`src/hw/rtl/sle_pkg.sv`:
```
// Shared types and codes of the sorted list engine.
package sle_pkg;

  localparam int VALUE_WIDTH = 32;
  localparam int OCC_WIDTH   = 5;

  typedef enum logic [1:0] {
    OP_INSERT   = 2'd0,
    OP_DELETE   = 2'd1,
    OP_DUMP_FWD = 2'd2,
    OP_DUMP_REV = 2'd3
  } op_t;

  typedef enum logic [1:0] {
    STAT_OK       = 2'd0,
    STAT_FULL     = 2'd1,
    STAT_NOTFOUND = 2'd2,
    STAT_EMPTY    = 2'd3
  } status_t;

  typedef logic signed [VALUE_WIDTH-1:0] value_t;

  typedef struct packed {
    op_t    op;
    value_t value;
  } in_item_t;

  typedef struct packed {
    value_t                 entry_value;
    logic [OCC_WIDTH-1:0]   occupancy;
    status_t                status;
    logic                   last;
  } out_item_t;

  // Result of comparing one stored entry with the operand.
  typedef struct packed {
    logic goes_before;
    logic walk_past;
    logic equal;
  } cmp_t;

  // Byte address of the mode register.
  localparam logic [2:0] ADDR_MODE = 3'd0;

endpackage

```
`src/hw/rtl/sle_cmp.sv`:
```
// Signed order compare between a stored entry and the operand.
module sle_cmp
  import sle_pkg::*;
(
  input  value_t entry,
  input  value_t operand,
  input  logic   descending,
  output cmp_t   res
);

  logic lt;
  logic eq;
  logic e_le_v;
  logic v_le_e;

  assign lt     = entry < operand;
  assign eq     = entry == operand;
  assign e_le_v = lt | eq;
  assign v_le_e = ~lt;

  // The operand belongs at or before the entry, or the walk may step past it.
  assign res.goes_before = descending ? e_le_v : v_le_e;
  assign res.walk_past   = descending ? v_le_e : e_le_v;
  assign res.equal       = eq;

endmodule

```
`src/hw/rtl/sorted_list_engine.sv`:
```
// Top level of the sorted list engine: sequencer, entry memory and register port.
//
//   Channel  Dir     Handshake                             Payload
//   input    in      start, busy; taken on start & !busy   in_item (op, value)
//   result   out     out_valid strobe for one cycle        out_item (entry_value, occupancy,
//                                                                    status, last)
//   config   in/out  APB psel, penable, pwrite; pready 1   descending_mode at byte address 0
//
// Insert, delete and forward dump walk the entries from the head, a reverse dump
// from the tail, through the one memory read port, one entry per cycle (a dump
// sends a result per entry); a new item is taken only once the walk is done. An insert
// into a full store, a delete from an empty store and a dump of an empty store answer
// in the next cycle. Reset (rst_n, synchronous, active low) empties the store and clears
// the mode. The receiver cannot stall: each result is shown for exactly one cycle.
module sorted_list_engine
  import sle_pkg::*;
#(
  parameter int CAPACITY = 16
) (
  input  logic        clk,
  input  logic        rst_n,

  input  logic        start,
  output logic        busy,
  input  in_item_t    in_item,

  output logic        out_valid,
  output out_item_t   out_item,

  input  logic        psel,
  input  logic        penable,
  input  logic        pwrite,
  input  logic [2:0]  paddr,
  input  logic [31:0] pwdata,
  output logic [31:0] prdata,
  output logic        pready
);

  // AW indexes the memory; IW also holds the count itself.
  localparam int AW = (CAPACITY > 1) ? $clog2(CAPACITY) : 1;
  localparam int IW = $clog2(CAPACITY + 1);

  typedef enum logic {
    S_IDLE,
    S_RUN
  } state_t;

  // Entry memory: one write port, one registered read port.
  value_t          mem [CAPACITY];
  logic            mem_we;
  logic [AW-1:0]   mem_waddr;
  value_t          mem_wdata;
  logic            mem_re;
  logic [AW-1:0]   mem_raddr;
  value_t          rdata_r;

  state_t          state_r,     state_nxt;
  op_t             op_r,        op_nxt;
  value_t          val_r,       val_nxt;
  logic [IW-1:0]   cnt_r,       cnt_nxt;
  logic [IW-1:0]   rd_idx_r,    rd_idx_nxt;
  logic [IW-1:0]   pj_r,        pj_nxt;
  logic            pv_r,        pv_nxt;
  logic            found_r,     found_nxt;
  value_t          carry_r,     carry_nxt;
  logic            mode_r,      mode_nxt;
  logic            out_valid_r, out_valid_nxt;
  out_item_t       out_item_r,  out_item_nxt;

  logic            accept;
  logic            issue;
  logic            hit;
  logic [IW-1:0]   rev_idx;
  logic [IW-1:0]   cnt_m1;
  logic [IW-1:0]   pj_m1;
  cmp_t            cmp;

  assign busy      = (state_r != S_IDLE);
  assign accept    = start & ~busy;
  assign out_valid = out_valid_r;
  assign out_item  = out_item_r;
  assign pready    = 1'b1;
  assign prdata    = (paddr[2] == ADDR_MODE[2]) ? {31'd0, mode_r} : 32'd0;

  // The one comparator that every search step shares.
  sle_cmp u_cmp (
    .entry      (rdata_r),
    .operand    (val_r),
    .descending (mode_r),
    .res        (cmp)
  );

  assign cnt_m1  = cnt_r - IW'(1);
  assign pj_m1   = pj_r - IW'(1);
  assign rev_idx = cnt_m1 - rd_idx_r;
  assign issue   = (rd_idx_r != cnt_r);
  // Position found: before the head, or at the first entry the walk stops on.
  assign hit     = (pj_r == '0) ? cmp.goes_before : ~cmp.walk_past;

  always_comb begin
    state_nxt     = state_r;
    op_nxt        = op_r;
    val_nxt       = val_r;
    cnt_nxt       = cnt_r;
    rd_idx_nxt    = rd_idx_r;
    pj_nxt        = pj_r;
    pv_nxt        = 1'b0;
    found_nxt     = found_r;
    carry_nxt     = carry_r;
    mode_nxt      = mode_r;
    out_valid_nxt = 1'b0;
    out_item_nxt  = out_item_r;
    mem_we        = 1'b0;
    mem_waddr     = pj_r[AW-1:0];
    mem_wdata     = carry_r;
    mem_re        = 1'b0;
    mem_raddr     = (op_r == OP_DUMP_REV) ? rev_idx[AW-1:0] : rd_idx_r[AW-1:0];

    if (psel && penable && pwrite && (paddr[2] == ADDR_MODE[2])) begin
      mode_nxt = pwdata[0];
    end

    unique case (state_r)
      S_IDLE: begin
        if (accept) begin
          op_nxt     = in_item.op;
          val_nxt    = in_item.value;
          rd_idx_nxt = '0;
          found_nxt  = 1'b0;
          out_item_nxt.entry_value = in_item.value;
          out_item_nxt.occupancy   = OCC_WIDTH'(cnt_r);
          out_item_nxt.last        = 1'b1;
          unique case (in_item.op) inside
            OP_INSERT: begin
              if (cnt_r == IW'(CAPACITY)) begin
                out_valid_nxt       = 1'b1;
                out_item_nxt.status = STAT_FULL;
              end else begin
                state_nxt = S_RUN;
              end
            end
            OP_DELETE: begin
              if (cnt_r == '0) begin
                out_valid_nxt       = 1'b1;
                out_item_nxt.status = STAT_EMPTY;
              end else begin
                state_nxt = S_RUN;
              end
            end
            OP_DUMP_FWD, OP_DUMP_REV: begin
              if (cnt_r == '0) begin
                out_valid_nxt            = 1'b1;
                out_item_nxt.entry_value = '0;
                out_item_nxt.status      = STAT_EMPTY;
              end else begin
                state_nxt = S_RUN;
              end
            end
          endcase
        end
      end

      S_RUN: begin
        // Read stage: fetch the next entry while the previous one is handled.
        if (issue) begin
          mem_re     = 1'b1;
          rd_idx_nxt = rd_idx_r + IW'(1);
          pv_nxt     = 1'b1;
          pj_nxt     = rd_idx_r;
        end

        if (pv_r) begin
          unique case (op_r) inside
            OP_INSERT: begin
              // Once the slot is found, every later entry moves up by one.
              if (found_r) begin
                mem_we    = 1'b1;
                mem_wdata = carry_r;
                carry_nxt = rdata_r;
              end else if (hit) begin
                mem_we    = 1'b1;
                mem_wdata = val_r;
                carry_nxt = rdata_r;
                found_nxt = 1'b1;
              end
            end
            OP_DELETE: begin
              // After the first match, every later entry moves down by one.
              if (found_r) begin
                mem_we    = 1'b1;
                mem_waddr = pj_m1[AW-1:0];
                mem_wdata = rdata_r;
              end else if (cmp.equal) begin
                found_nxt = 1'b1;
              end
            end
            OP_DUMP_FWD, OP_DUMP_REV: begin
              out_valid_nxt            = 1'b1;
              out_item_nxt.entry_value = rdata_r;
              out_item_nxt.occupancy   = OCC_WIDTH'(cnt_r);
              out_item_nxt.status      = STAT_OK;
              out_item_nxt.last        = (pj_r == cnt_m1);
            end
          endcase
        end else if (!issue) begin
          // Final step after the last entry has been handled.
          state_nxt = S_IDLE;
          unique case (op_r) inside
            OP_INSERT: begin
              mem_we    = 1'b1;
              mem_waddr = cnt_r[AW-1:0];
              mem_wdata = found_r ? carry_r : val_r;
              cnt_nxt   = cnt_r + IW'(1);
              out_valid_nxt            = 1'b1;
              out_item_nxt.entry_value = val_r;
              out_item_nxt.occupancy   = OCC_WIDTH'(cnt_r + IW'(1));
              out_item_nxt.status      = STAT_OK;
              out_item_nxt.last        = 1'b1;
            end
            OP_DELETE: begin
              cnt_nxt = found_r ? cnt_m1 : cnt_r;
              out_valid_nxt            = 1'b1;
              out_item_nxt.entry_value = val_r;
              out_item_nxt.occupancy   = OCC_WIDTH'(found_r ? cnt_m1 : cnt_r);
              out_item_nxt.status      = found_r ? STAT_OK : STAT_NOTFOUND;
              out_item_nxt.last        = 1'b1;
            end
            OP_DUMP_FWD, OP_DUMP_REV: begin
              // Every entry has already been sent.
            end
          endcase
        end
      end

      default: begin
        state_nxt = S_IDLE;
      end
    endcase
  end

  always_ff @(posedge clk) begin
    if (!rst_n) begin
      state_r     <= S_IDLE;
      cnt_r       <= '0;
      mode_r      <= 1'b0;
      pv_r        <= 1'b0;
      out_valid_r <= 1'b0;
    end else begin
      state_r     <= state_nxt;
      cnt_r       <= cnt_nxt;
      mode_r      <= mode_nxt;
      pv_r        <= pv_nxt;
      out_valid_r <= out_valid_nxt;
    end
    op_r       <= op_nxt;
    val_r      <= val_nxt;
    rd_idx_r   <= rd_idx_nxt;
    pj_r       <= pj_nxt;
    found_r    <= found_nxt;
    carry_r    <= carry_nxt;
    out_item_r <= out_item_nxt;
  end

  always_ff @(posedge clk) begin
    if (mem_we) begin
      mem[mem_waddr] <= mem_wdata;
    end
    if (mem_re) begin
      rdata_r <= mem[mem_raddr];
    end
  end

endmodule

```
`config.mk`:
```
export PLATFORM = sky130hd
export DESIGN_NAME = sorted_list_engine
export DESIGN_NICKNAME = d
export VERILOG_FILES = /design/src/hw/rtl/sle_pkg.sv /design/src/hw/rtl/sle_cmp.sv /design/src/hw/rtl/sorted_list_engine.sv
export SDC_FILE = /design/constraint.sdc
export NUM_CORES = 1
export LEC_CHECK = 0
export ABC_AREA = 1
export BUFFER_PORTS_ARGS = -buffer_cell sky130_fd_sc_hd__buf_2
export CORE_MARGIN = 2
export CORE_UTILIZATION = 59
export CTS_CLUSTER_SIZE = 14
export DETAILED_ROUTE_END_ITERATION = 10
export PLACE_DENSITY = 0.76
export SYNTH_ARGS = -nofsm -noshare
export SYNTH_HDL_FRONTEND = slang
export SYNTH_SLANG_ARGS = --single-unit
```
`constraint.sdc`:
```
create_clock -name clk -period 7.1 [get_ports clk]
set_clock_uncertainty 0.1 [all_clocks]
set_input_delay 0.71 -clock clk [delete_from_list [all_inputs] [get_ports clk]]
set_output_delay 0.71 -clock clk [all_outputs]
set_load 0.01 [all_outputs]
```
* After elaboration in Yosys (flattened, before gate mapping)
Memories as Yosys holds them, arrays and structs flattened. A register that Yosys moved wholly into a read port is not among the register bits.
Index checks and enable logic that the tools add are counted.
** Storage, ports and cells
- Register bits after elaboration :: 126
- RAM bits :: 512
- Input port bits :: 75
- Output and inout bits :: 75
- Logic and storage cells :: 142
- Memories kept :: 1
** Operators by class
- Add/subtract/negate cells :: 5
- Order comparisons :: 1
- Eq/ne operators :: 19
- Mux-type cells :: 72
- Bitwise logic cells :: 8
- Reductions and logical operators :: 21
** Memory list
- mem :: depth 16, width 32, rd ports 1, clocked after memory_dff 1, write ports 1, RTL line sorted_list_engine.sv:49 : value_t mem [CAPACITY];
** Operators by type and width (number)
- 32-bit 2-to-1 mux :: 12
- 40-bit 2-to-1 mux :: 4
- 40-bit one-hot mux with 2 select lines :: 2
- 32-bit one-hot mux with 2 select lines :: 1
- 32-bit == test :: 1
- 32-bit less-than comparator :: 1
- 1-bit 2-to-1 mux :: 30
- 4-bit 2-to-1 mux :: 7
- 5-bit one-hot mux with 2 select lines :: 2
- 5-bit 2-to-1 mux :: 3
- 1-bit one-hot mux with 2 select lines :: 7
- 4-bit AND reduction :: 3
- 5-bit by 1-bit adder with 5-bit output (second input constant) :: 2
- 5-bit logical NOT :: 2
- 3-bit by 2-bit != test with 1-bit output (second input constant) :: 3
- 2-bit == test (second input constant) :: 4
- 2-bit 2-to-1 mux :: 3
- 1-bit NOT :: 6
- 2-bit AND reduction :: 3
- 6-bit AND reduction :: 1
- 2-bit OR reduction :: 3
- 5-bit == test :: 1
- 5-bit == test (second input constant) :: 1
- 5-bit != test :: 1
- other kinds (17) :: 23

* Depth between registers and ports, before layout
- Depth after elaboration :: 12
- Depth in mapped cells :: 22
- Depth with buffers taken out :: 21

* Modules after synthesis
A second synthesis with hierarchy kept.
** Second synthesis, totals
- Cell total of the unflattened synthesis :: 2740
- Area, all modules :: 30165.2 um2
** Modules (own cells, without submodules)
- sorted_list_engine :: instances 1, cells an instance 2582, area an instance 29219.3 um2, seq. area each 20029.2 um2
- sle_cmp :: instances 1, cells an instance 158, area an instance 945.9 um2, seq. area each 0.0 um2

* Worst setup path after synthesis
No wires, ideal clock.
- Kind :: register -> register
- From :: register rdata_r[31], read port of mem
- To :: memory mem[0][0] (netlist bit) (enable)
- Library setup time :: 421 ps
- Data arrival time :: 3342 ps
- Data required time :: 6579 ps
- Path slack :: 3237 ps
- Stages on the path, launching flop included :: 15
- Buffers on the path :: 0
- Clock period less this slack :: 3863 ps
- Path through :: edfxtp_1 -> ha_1 -> nand2_2 -> o21ai_0 -> nor2_1 -> nand2_1 -> nor2_1 -> nand3_1 -> nand3_4 -> nand2_1 -> nand2_1 -> nand2_1 -> nand3_2 -> nand3_2 -> nor2_1
** Between the ends
- Longest elaborated chain between the ends :: 12
- Elaborated cells between the ends (all ways) :: 15
- Classes of those cells :: order compare: 1; eq/ne: 1; mux: 10; bitwise: 3
** Ends and longest elaborated chain
- from (decl) :: RTL line sorted_list_engine.sv:55 : value_t rdata_r;
- 32-bit less-than comparator or 32-bit == test (tied branches) :: RTL line sle_cmp.sv:16, sle_cmp.sv:17
- 1-bit bitwise OR or 1-bit NOT (tied branches) :: RTL line sle_cmp.sv:18, sle_cmp.sv:19
- 1-bit 2-to-1 mux :: RTL line sle_cmp.sv:23 : assign res.walk_past = descending ? v_le_e : e_le_v;
- 1-bit NOT :: RTL line sorted_list_engine.sv:98 : assign hit = (pj_r == '0) ? cmp.goes_before : ~cmp.walk_past;
- 1-bit 2-to-1 mux * :: RTL line sorted_list_engine.sv:98
- 1-bit 2-to-1 mux * :: RTL line sorted_list_engine.sv:180 : end else if (hit) begin
- 1-bit 2-to-1 mux * :: RTL line sorted_list_engine.sv:176 : if (found_r) begin
- 1-bit one-hot mux with 2 select lines * :: RTL line sorted_list_engine.sv:173 : unique case (op_r) inside
- 1-bit 2-to-1 mux * :: RTL line sorted_list_engine.sv:172 : if (pv_r) begin
- 1-bit 2-to-1 mux * :: RTL line sorted_list_engine.sv:123 : unique case (state_r)
- 1-bit 2-to-1 mux * :: RTL line sorted_list_engine.sv:265 : if (mem_we) begin
- 1-bit 2-to-1 mux (implied by the code) * :: RTL line sorted_list_engine.sv:266 : mem[mem_waddr] <= mem_wdata;
- to (decl) :: RTL line sorted_list_engine.sv:49
Mark *: on every way between the ends. The rest lies on a longest branch, timed or not.

* Worst setup path in the final report
- From :: register rdata_r[19], read port of mem
- To :: memory mem[14][31] (netlist bit) (enable)
The elaborated chain is that of the path after synthesis.

==> results.md <==
- # resized after CTS: 0
- Top cell type by total area after synthesis: edfxtp_1
- Reg-to-reg endpoint: mem[14][31]$_DFFE_PP_
- Yosys cell types: between 50 and 60
- FF-to-FF setup slack: approximately 2.5 ns
- Sequential area share after synthesis: between 60% and 70%
- Total GRT Usage: 27.34%
- Routed length per instance: ~22 um
- Final setup fails: 0
- Final Hold Fails: 0
- First-pass GRT wire length: about 110,000 um
- Num CTS Buffers: between 60 and 70
- Slew @ Worst Pin: 1.204 ns
- Chip Width: 230.6 um
- Leakage: 11.76 nW
- Critical Path Most Common Cell: nand2_1
- Hold Crit Start: in_item[10]
- Arrival @ worst endpoint: ~4.8 ns
- Syn-to-layout area delta: 9.225%
- Depth of the worst register-to-register path: 16
- Multi-input gate area: slightly below 9000 um2
- Largest net degree at the start of global routing: between 150 and 200
- Post-Synthesis Cell Area: between 30,000 and 40,000 um2
- H-tree Lvls: 3
- Port Buffers: 84
- Post-CTS Setup Repair Bufs: 0
- Final net count: 2,780
- Setup Total Neg Slack: 0 ns
- Slowest CP cell: nor2_4
- Via count: around 21,000
- Vias in the first global route: ~20,000
- FF/Latch Area: about 20,000 um2
- Fin area: between 30,000 and 40,000 um2
- Post-synth EDFFs: around 660
- Maximum clock path buffer count: 3
- First-pass DRT Iterations: 6
- Worst EP required: 7.26 ns
- Main synth FF type: edfxtp_1
- Row count: a little over 80
- Worst setup EP type: flip-flop
- Total wire length: roughly 74,000 um
- Synth top area share: 65.54%
- CTS tree: built
- Share of post-route cells with drive strength above 1: 12.82%
- Maxcap violations: 0
- Die area: around 53,000 um2
- Ys async rst share: 0%
- Worst Hold Class: primary input to flip-flop
- Antenna violations before repair: 0
- Core Area: 50,990 um2
- R2R Path Start: rdata_r[19]$_DFFE_PP_
- PwrDens: 277.5 nW/um2
- RSZ-0062 raised after global routing: no
- Clock Pin Slew Worst Setup and Hold Paths: 0.06 ns
- Worst setup SP type: flip-flop
- Placed instance area: 30,970 um2
- Critical path's largest stage delay: 0.85 ns
- Hold path endpoint: val_r[10]$_DFFE_PP_
- ANT nets after route: 0
- Avg Inst Size Synth: 11.49 um2
- Max Fclk: around 220 MHz
- Critical path, cell by cell: ha_1 > nand2_1 > nor2_1 > inv_1 > nor3b_2 > nand3_1 > nand2_1 > inv_2 > nand3_4 > nand2_1 > nand2_1 > nand2_1 > nand3_2 > nand2_2 > nor2_4 > buf_4
- Post-DP HPWL: between 40,000 and 50,000 um
- Yosys warning total: 0
- Max_slew headroom: a little under 20%
- DRC Markers: 0
- Synth area leaders: edfxtp_1, o21ai_0, nand2_1, nor2_1, a21oi_1
- Initial drt markers: ~3,000
- Hold_buf cts: 0
- Routability cong.: 0.9331
- Synth Instances: between 2,000 and 3,000
- Peak supply drop: between 0.00015 and 0.0002 V
- Flop and latch count out of synthesis: between 600 and 700
- Kind of critical path: flip-flop to flip-flop
- Clk sink count: 670
- Chip height: ~230 um
- Grt total ovfl: 0
- DR vias/cell: slightly above 6
- I/O Pins: 150
- Hold depth: 1
- Worst skew pair latency: about 0.60 ns
- Status: completed
- CTS Root Cell: clkbuf_16
- Fin crit period: 4.614 ns
- Tcrit/Tclk final: ~65%
- Filler cells: between 3,000 and 4,000
- CP Max Fanout: 34
- Hold WS: roughly 0.21 ns
- Final slew viol count: 0
- Initial core utilization: 59.40%
- Total power: a little over 9 mW
state kept, by name, summed over array words and instances, names as in the netlist, 2 cells and up:
signal,count
val_r,32
cnt_r,5
rdata_r,32
rd_idx_r,5
out_item,40
carry_r,32
mem,512
op_r,2
pj_r,5
placed cells by master (no fill, tap or decap), drive strengths merged, types with 2 or more instances in the layout:
cell / count
a22oi: 32
a221oi: 33
clkinv: 28
nand4: 37
ha: 41
o21bai: 15
a21o: 2
conb: 32
edfxtp: 661
o221ai: 2
nor2: 310
nand3: 87
clkbuf: 86
o32ai: 17
a31oi: 16
o21ai: 360
nand2: 415
nor3: 3
o211ai: 2
o22ai: 68
xor2: 9
a21oi: 154
dfxtp: 9
a211oi: 16
buf: 125
clkinvlp: 3
bufinv: 2
inv: 143
worst max path at each step:
stage | startpoint | end | slack [ns] | cells after the start
2_1_floorplan | rdata_r[31]$_DFFE_PP_ | mem[0][0]$_DFFE_PP_ | 3.24 | 14
3_3_place_gp | op_r[1]$_DFFE_PP_ | rdata_r[9]$_DFFE_PP_ | 2.69 | 12
3_5_place_dp | op_r[1]$_DFFE_PP_ | rdata_r[9]$_DFFE_PP_ | 2.57 | 12
4_1_cts | op_r[1]$_DFFE_PP_ | rdata_r[16]$_DFFE_PP_ | 2.56 | 12
5_1_grt | op_r[1]$_DFFE_PP_ | rdata_r[10]$_DFFE_PP_ | 2.18 | 12
6_report | rdata_r[19]$_DFFE_PP_ | mem[14][31]$_DFFE_PP_ | 2.49 | 16
synthesized netlist by cell type, types with 2 or more instances:
master,instances
nand2_2,36
inv_1,124
nand4_1,37
o32ai_1,17
xor2_2,2
ha_1,41
o211ai_1,2
dlygate4sd3_1,2
buf_4,39
dfxtp_1,9
a22oi_1,32
nand3_1,48
buf_12,3
nand3_2,36
xor2_1,7
nand2_4,2
o21ai_0,322
dlygate4sd1_1,2
nor2_2,3
clkbuf_8,19
clkbuf_1,91
inv_2,14
nor3_1,2
a21o_1,2
o221ai_1,2
a211oi_1,16
a21oi_1,153
nor2_1,304
a221oi_1,33
nand3_4,3
buf_1,9
buf_2,33
o22ai_1,68
conb_1,2
o21ai_1,34
o21ai_2,4
a31oi_1,16
edfxtp_1,661
o21bai_1,15
nand2_1,377
nor2_4,3
cell families after synthesis:
group	Yosys count	synth area share (%)
and+or+nand+nor	854	12.50
DFF	670	66.13
xor gates and xnor gates	10	0.3388
AOI/OAI and AO/OA	720	13.55
buffers and inverters	338	5.697
other	2	0.02480
adders and majority gates	42	1.760
final cells by class:
type / count / share of cell area (%)
Antenna cell: 1 / 0.007565
Sequential cell: 670 / 60.55
Clock buffer: 86 / 5.541
Clock inverter: 37 / 0.8245
Inverter: 139 / 1.592
Multi-Input combinational cell: 1658 / 26.68
Tap cell: 680 / 2.572
Timing Repair Buffer: 125 / 2.239
worst max-delay path: cells and delay by family, from the launching register on:
kind / cells / cell delay [ns]
simple gates: 12 / 2.80
buf+inv: 3 / 0.59
flops: 1 / 0.44
fa+ha+maj: 1 / 0.33
power breakdown:
group | total (mW) | internal [mW] | switching, mW
Clock | 3.40 | 1.92 | 1.48
Combinational | 1.26 | 0.346 | 0.914
Sequential | 4.52 | 4.47 | 0.0531
routing by layer:
layer	vias up	track usage [%]	wire length (um)
met1	10200	37.59	29040
met3	188	4.731	7751
met4	0	10.89	2166
met5	-	0	0
met2	1271	43.75	35010
li1	9526	-	-
stage by stage:
step                util, %  worst slack, ns  cells
global placement      60.74            2.689   3272
CTS                   64.87            2.560   3395
global route          64.87            2.182   3395
finish                64.88            2.486   3396
floorplan                 -            3.237   2666
detailed placement    60.74            2.565   3272
(Power assumes the default switching activity.)
